<file path="src/sv/lkh_pkg.sv">
// shared types, constants and reset values for the link keep-alive block
package lkh_pkg;

	localparam int TIMER_WIDTH_DEF = 16;

	localparam logic [15:0] CTRL_MAGIC   = 16'h4E4C;
	localparam logic [7:0]  CTRL_VERSION = 8'd1;
	localparam logic [7:0]  CTRL_LENGTH  = 8'd6;

	localparam logic [7:0] KIND_HELLO     = 8'd1;
	localparam logic [7:0] KIND_HELLO_ACK = 8'd2;
	localparam logic [7:0] KIND_HEARTBEAT = 8'd3;

	localparam logic [1:0] SEND_NONE      = 2'd0;
	localparam logic [1:0] SEND_HELLO     = 2'd1;
	localparam logic [1:0] SEND_HELLO_ACK = 2'd2;
	localparam logic [1:0] SEND_HEARTBEAT = 2'd3;

	localparam logic OP_PACKET = 1'b0;
	localparam logic OP_TICK   = 1'b1;

	localparam logic [1:0] CFG_PEER_ADDRESS     = 2'd0;
	localparam logic [1:0] CFG_HEARTBEAT_PERIOD = 2'd1;
	localparam logic [1:0] CFG_LINK_TIMEOUT     = 2'd2;

	localparam logic [47:0] PEER_ADDRESS_RST     = 48'd0;
	localparam logic [15:0] HEARTBEAT_PERIOD_RST = 16'd500;
	localparam logic [15:0] LINK_TIMEOUT_RST     = 16'd3000;

	typedef struct packed {
		logic        op;
		logic [47:0] source_address;
		logic [7:0]  packet_length;
		logic [15:0] frame_magic;
		logic [7:0]  frame_version;
		logic [7:0]  frame_kind;
	} in_item_t;

	typedef struct packed {
		logic        send_valid;
		logic [1:0]  send_kind;
		logic [15:0] send_sequence;
		logic        connected;
		logic        state_changed;
		logic        forward_payload;
	} out_item_t;

	typedef struct packed {
		logic [47:0] peer_address;
		logic [15:0] heartbeat_period;
		logic [15:0] link_timeout;
	} cfg_t;

endpackage

</file>
<file path="src/sv/lkh_cfg_regs.sv">
// configuration register file of the link keep-alive block
module lkh_cfg_regs import lkh_pkg::*; (
	input  logic        clk,
	input  logic        arst_n,
	input  logic        cfg_valid,
	output logic        cfg_ready,
	input  logic [1:0]  cfg_index,
	input  logic [47:0] cfg_data,
	output cfg_t        cfg
);

	cfg_t cfg_q;

	assign cfg_ready = 1'b1;
	assign cfg      = cfg_q;

	always_ff @(posedge clk or negedge arst_n) begin
		if (!arst_n) begin
			cfg_q.peer_address     <= PEER_ADDRESS_RST;
			cfg_q.heartbeat_period <= HEARTBEAT_PERIOD_RST;
			cfg_q.link_timeout     <= LINK_TIMEOUT_RST;
		end else if (cfg_valid && cfg_ready) begin
			case (cfg_index)
				CFG_PEER_ADDRESS:     cfg_q.peer_address     <= cfg_data;
				CFG_HEARTBEAT_PERIOD: cfg_q.heartbeat_period <= cfg_data[15:0];
				CFG_LINK_TIMEOUT:     cfg_q.link_timeout     <= cfg_data[15:0];
				default: ;
			endcase
		end
	end

endmodule

</file>
<file path="src/sv/lkh_engine.sv">
// link state, sequence counter, timers and the per-item decision logic
module lkh_engine import lkh_pkg::*; #(
	parameter int TIMER_WIDTH = TIMER_WIDTH_DEF
) (
	input  logic      clk,
	input  logic      arst_n,
	input  logic      fire,
	input  in_item_t  item,
	input  cfg_t      cfg,
	output out_item_t res
);

	localparam int CMP_W = (TIMER_WIDTH > 16) ? TIMER_WIDTH : 16;

	logic                   link_up_q, link_up_n;
	logic [15:0]            seq_q, seq_n;
	logic [TIMER_WIDTH-1:0] tx_q, tx_n, tx_inc;
	logic [TIMER_WIDTH-1:0] rx_q, rx_n, rx_inc;
	logic                   ctrl_ok;

	// saturating timers
	assign tx_inc = (tx_q == '1) ? tx_q : tx_q + 1'b1;
	assign rx_inc = (rx_q == '1) ? rx_q : rx_q + 1'b1;

	always_comb begin
		ctrl_ok = (item.packet_length == CTRL_LENGTH) &&
			(item.frame_magic == CTRL_MAGIC) &&
			(item.frame_version == CTRL_VERSION) &&
			(item.frame_kind inside {KIND_HELLO, KIND_HELLO_ACK, KIND_HEARTBEAT});

		link_up_n = link_up_q;
		seq_n     = seq_q;
		tx_n      = tx_q;
		rx_n      = rx_q;
		res       = '0;

		if (item.op == OP_PACKET) begin
			if (item.source_address == cfg.peer_address) begin
				if (item.packet_length != CTRL_LENGTH) begin
					res.forward_payload = 1'b1;
				end else if (ctrl_ok) begin
					rx_n      = '0;
					link_up_n = 1'b1;
					if (item.frame_kind == KIND_HELLO) begin
						seq_n             = seq_q + 16'd1;
						res.send_valid    = 1'b1;
						res.send_kind     = SEND_HELLO_ACK;
						res.send_sequence = seq_n;
					end
				end
			end
		end else begin
			tx_n = tx_inc;
			rx_n = rx_inc;
			if (CMP_W'(tx_inc) >= CMP_W'(cfg.heartbeat_period)) begin
				seq_n             = seq_q + 16'd1;
				tx_n              = '0;
				res.send_valid    = 1'b1;
				res.send_kind     = link_up_q ? SEND_HEARTBEAT : SEND_HELLO;
				res.send_sequence = seq_n;
			end
			// timeout check sees the link state before this tick's send
			if (link_up_q && (CMP_W'(rx_inc) >= CMP_W'(cfg.link_timeout))) begin
				link_up_n = 1'b0;
			end
		end

		res.connected     = link_up_n;
		res.state_changed = link_up_n != link_up_q;
	end

	always_ff @(posedge clk or negedge arst_n) begin
		if (!arst_n) begin
			link_up_q <= 1'b0;
			seq_q     <= '0;
			tx_q      <= '1;
			rx_q      <= '0;
		end else if (fire) begin
			link_up_q <= link_up_n;
			seq_q     <= seq_n;
			tx_q      <= tx_n;
			rx_q      <= rx_n;
		end
	end

	a_seq_step: assert property (@(posedge clk) disable iff (!arst_n)
		fire && res.send_valid |=> seq_q == $past(seq_q) + 16'd1)
		else $error("sequence number did not step on a send");

	a_hold_idle: assert property (@(posedge clk) disable iff (!arst_n)
		!fire |=> $stable(seq_q) && $stable(link_up_q) && $stable(tx_q) && $stable(rx_q))
		else $error("state moved without a transaction");

	a_packet_no_tx: assert property (@(posedge clk) disable iff (!arst_n)
		fire && item.op == OP_PACKET |=> $stable(tx_q))
		else $error("packet touched the transmit timer");

	a_tick_tx_live: assert property (@(posedge clk) disable iff (!arst_n)
		fire && item.op == OP_TICK && !res.send_valid |=> tx_q != '0)
		else $error("transmit timer cleared without a send");

	a_send_or_fwd: assert property (@(posedge clk) disable iff (!arst_n)
		fire |-> !(res.send_valid && res.forward_payload))
		else $error("send and forward on the same item");

endmodule

</file>
<file path="src/sv/link_keepalive_handshake.sv">
// top level of the link keep-alive block: input stage, config registers, engine, result register
//
// channel  signals                                    direction
// in       in_valid, in_ready, in_data (in_item_t)    item in
// out      out_valid, out_ready, out_data (out_item_t) result out
// cfg      cfg_valid, cfg_ready, cfg_index, cfg_data  register write in
//
// one item per cycle sustained while out_ready is high; a result is offered once its item
// has been held in the input register and the engine logic has loaded the result register
// reset clears link state, sequence count, receive timer and all valid flags;
// the transmit timer resets saturated so the first tick sends at once
// with out_ready low the result holds and one more item waits in the input stage
module link_keepalive_handshake import lkh_pkg::*; #(
	parameter int TIMER_WIDTH = TIMER_WIDTH_DEF
) (
	input  logic        clk,
	input  logic        arst_n,
	input  logic        in_valid,
	output logic        in_ready,
	input  in_item_t    in_data,
	output logic        out_valid,
	input  logic        out_ready,
	output out_item_t   out_data,
	input  logic        cfg_valid,
	output logic        cfg_ready,
	input  logic [1:0]  cfg_index,
	input  logic [47:0] cfg_data
);

	cfg_t      cfg;
	in_item_t  item_s1;
	logic      valid_s1;
	out_item_t res;
	out_item_t out_q;
	logic      out_valid_q;
	logic      adv;
	logic      fire;

	assign adv      = !out_valid_q || out_ready;
	assign in_ready = !valid_s1 || adv;
	assign fire     = valid_s1 && adv;

	assign out_valid = out_valid_q;
	assign out_data  = out_q;

	lkh_cfg_regs u_cfg (
		.clk       (clk),
		.arst_n    (arst_n),
		.cfg_valid (cfg_valid),
		.cfg_ready (cfg_ready),
		.cfg_index (cfg_index),
		.cfg_data  (cfg_data),
		.cfg       (cfg)
	);

	lkh_engine #(
		.TIMER_WIDTH (TIMER_WIDTH)
	) u_engine (
		.clk    (clk),
		.arst_n (arst_n),
		.fire   (fire),
		.item   (item_s1),
		.cfg    (cfg),
		.res    (res)
	);

	always_ff @(posedge clk or negedge arst_n) begin
		if (!arst_n) begin
			valid_s1    <= 1'b0;
			out_valid_q <= 1'b0;
		end else begin
			if (in_ready) begin
				valid_s1 <= in_valid;
			end
			if (adv) begin
				out_valid_q <= valid_s1;
			end
		end
	end

	// payload registers
	always_ff @(posedge clk) begin
		if (in_valid && in_ready) begin
			item_s1 <= in_data;
		end
		if (fire) begin
			out_q <= res;
		end
	end

endmodule
</file>
<file path="config.mk">
export PLATFORM = sky130hd
export DESIGN_NAME = link_keepalive_handshake
export DESIGN_NICKNAME = d
export VERILOG_FILES = /design/src/sv/lkh_pkg.sv /design/src/sv/lkh_cfg_regs.sv /design/src/sv/lkh_engine.sv /design/src/sv/link_keepalive_handshake.sv
export SDC_FILE = /design/constraint.sdc
export NUM_CORES = 1
export LEC_CHECK = 0
export BUFFER_PORTS_ARGS = -buffer_cell sky130_fd_sc_hd__buf_2
export CORE_MARGIN = 2
export CORE_UTILIZATION = 57
export DETAILED_ROUTE_END_ITERATION = 10
export GPL_ROUTABILITY_DRIVEN = 0
export PLACE_DENSITY = 0.8
export SYNTH_ARGS = -nofsm -noshare
export SYNTH_HDL_FRONTEND = slang
export SYNTH_SLANG_ARGS = --single-unit
export TNS_END_PERCENT = 5
</file>
<file path="constraint.sdc">
create_clock -name clk -period 5.15 [get_ports clk]
set_clock_uncertainty 0.15 [all_clocks]
set_input_delay 0.2575 -clock clk [delete_from_list [all_inputs] [get_ports clk]]
set_output_delay 0.2575 -clock clk [all_outputs]
set_load 0.03 [all_outputs]
</file>
==> out/qor.txt <==
Initial DRC count - 690
Routed Antenna Nets - 0
Family with the most delay on the worst path - simple AND/OR/NAND/NOR gates
CTS buffer count - 26
Syn_area_per_cell - 13.6 um^2
H-tree depth - 1
Clk_lat worst skew - 0.56 ns
Actual slew at the worst max-slew pin - 0.901 ns
Pwr dens - 358 nW/um^2
Vias in the first global route - 8769
DP HPWL - 14900 um
Input/output buffers - 167
Remaining Overflow, GRT - 0
Setup crit start kind - flop
Antenna violations before repair - 1
Minimum clock period - 4.14 ns
Leak Pwr - 6.21 nW
Vias - 8188
Synth top area share - 0.302
Distinct cells, synth - 64
Drt pass-1 iters - 5
CP required - 5.42 ns
Fraction of registers with async set/reset - 0.541
CP peak stage delay - 0.62 ns
Largest net degree at the start of global routing - 58
Total track usage - 0.305
Sequential-to-total area share from yosys stat - 0.603
Synth area leader - edfxtp_1
Met3 Use GR - 0.0664
Die width - 143 um
Worst Path Arrival - 4.42 ns
Post-cts hold buffer count - 142
Ys flop type - edfxtp_1
Clk sinks - 242
DIE AREA - 20500 um^2
# IOs - 169
DRC viols - 0
Final hold vios - 0
Hold EP - item_s1[24]
Layout Cells excl Fill - 1412
Critical path capture point type - flop
CP max-delay cell - dfstp_2
HP Start - in_data[24]
Busiest grt layer - met2
# rows - 50
Seq cells post-synth - 242
Worst r2r src - u_engine.tx_q[4]
Cell depth of the worst flop-to-flop path - 15
Share of cells above drive strength 1 - 0.311
Status - complete, no violations
Max Cap Viol - 0
Post-CTS setup buffer count - 0
Ys Warns - 0
Final Net Count - 1310
Crit-path cells - and4_1 -> nand4_1 -> nor3_1 -> nor2_1 -> and4_1 -> xor2_1 -> ha_1 -> nand4_1 -> nor2_1 -> nand4_1 -> o211ai_1 -> a22oi_2 -> buf_4 -> nor2_1 -> mux2_2
Cell count of the worst hold path - 2
Peak Freq - 241 MHz
Crit Path Class - reg -> reg
Tcrit/Tclk final - 0.805
Ranking of synthesized cells by area - edfxtp_1 (30%), dfrtp_1 (23%), mux2_2 (8.6%), dfstp_2 (6.9%), xor2_1 (6.0%)
Placed cell count - 1221
CTS resizes - 0
Total negative slack - 0 ns
Die height - 143 um
Relative slew margins - 0.397
Via density - 5.80
Hold crit path type - in -> reg
Core Box Area - 18800 um^2
Synthesized cell area - 11000 um^2
Clock transition at path regs - 0.06 ns
Register-to-register setup slack - 1.01 ns
Unrepaired setup endpoints after global routing - false
Detailed Route WL - 30300 um
Crit path buffers/inverters - 1
Syn Nets - 989
DR WL/cell - 21.4 um
CTS root buf - clkbuf_16
Initial Util - 0.585
Clock buffer depth - 3
EDFF count, synth - 111
RR Endpoint - u_engine.seq_q[1]
CTS tree - done
VDD IR max - 0.501 mV
Met1 Track Usage GR - 0.373
Final slew viol count - 0
CP Max Fanout - 21
Post-synthesis cell count - 810
Setup-violating endpoint count in the final report - 0
Area growth syn-to-layout - 30.8%
First-pass GRT wire length - 47600 um
Met2 Use GR - 0.512
==> layout by cell type (no fill, tap or decap), types with 11 or more instances in the layout <==
master	n
a21o_1	11
a21oi_1	14
a32o_1	12
and3_1	15
buf_2	166
clkbuf_16	27
dfrtp_1	102
dfstp_2	29
dlygate4sd3_1	142
edfxtp_1	111
ha_1	35
inv_1	33
mux2_2	84
nand2_1	25
nand3_1	22
nand4_1	17
nor2_1	44
nor4_1	16
o21ai_0	16
xnor2_1	23
xor2_1	75
==> metal layers <==
| layer | part of all wire | vias to the layer above | routed length, um |
|---|---|---|---|
| li1 | - | 3607 | - |
| met1 | 0.38 | 4000 | 11400 |
| met2 | 0.50 | 455 | 15000 |
| met3 | 0.075 | 126 | 2290 |
| met4 | 0.053 | 0 | 1600 |
| met5 | 0 | - | 0 |
==> registers in the layout (all words and copies together), names as in the netlist <==
register            count
item_s1                89
out_data               22
u_engine.seq_q         16
u_cfg.cfg              80
u_engine.tx_q          16
out_valid               1
u_engine.rx_q          16
valid_s1                1
u_engine.link_up_q      1
==> how the worst max path moves through the flow <==
stage	to	depth (start not counted)	slack, ns	startpoint
after floorplan	out_data[11]	16	1.22	u_engine.tx_q[4]
after global placement	u_engine.seq_q[1]	15	1.10	u_engine.tx_q[4]
after detailed placement	u_engine.seq_q[1]	15	1.02	u_engine.tx_q[4]
after CTS	u_engine.seq_q[1]	15	1.01	u_engine.tx_q[4]
after global routing	u_engine.seq_q[1]	15	0.63	u_engine.tx_q[4]
final	u_engine.seq_q[1]	15	1.01	u_engine.tx_q[4]
==> stage by stage <==
| step | utilization | setup slack (ns) | instance area (um^2) | hold WS [ns] | power (W) |
|---|---|---|---|---|---|
| finish | 0.766 | 1.01 | 14400 | 0.264 | 0.00516 |
| global route | 0.766 | 0.627 | 14400 | 0.257 | 0.00534 |
| CTS | 0.766 | 1.01 | 14400 | 0.242 | 0.00507 |
| detailed placement | 0.643 | 1.02 | 12100 | 0.00102 | 0.00310 |
| global placement | 0.643 | 1.10 | 12100 | -0.000589 | 0.00306 |
| floorplan | - | 1.22 | 11000 | -0.188 | 0.00287 |
==> power by group <==
part	switching, W	internal (W)	total (W)
registers	0.000165	0.00227	0.00243
clock network	0.000802	0.00112	0.00192
logic	0.000408	0.000393	0.000801
total	0.00138	0.00378	0.00516
==> cell type report <==
cell class | instances | area [um^2]
timing repair buffer | 318 | 2330
sequential | 242 | 6650
antenna | 1 | 2.50
tap | 260 | 325
multi-input combinational | 509 | 4110
clock inverter | 8 | 124
inverter | 34 | 128
clock buffer | 40 | 754
fill | 965 | 4410
==> cells by family after synthesis <==
logic type | synth area share
AND/OR/NAND/NOR | 0.104
multiplexers | 0.0876
AO/OA/AOI/OAI | 0.0629
XOR/XNOR | 0.0779
flip-flops | 0.603
adder cells (fa/ha/maj) | 0.0397
other | 0.000340
buffers and inverters | 0.0245
==> cells in the mapped netlist (all sizes together), types with 15 or more instances <==
master,instances
nand4,17
mux2,84
xor2,75
and3,15
dfstp,29
ha,35
clkbuf,17
nand3,22
dfrtp,102
o21ai,17
nor4,19
nand2,26
xnor2,23
nor2,45
edfxtp,111
inv,33
(Power assumes the default switching activity.)
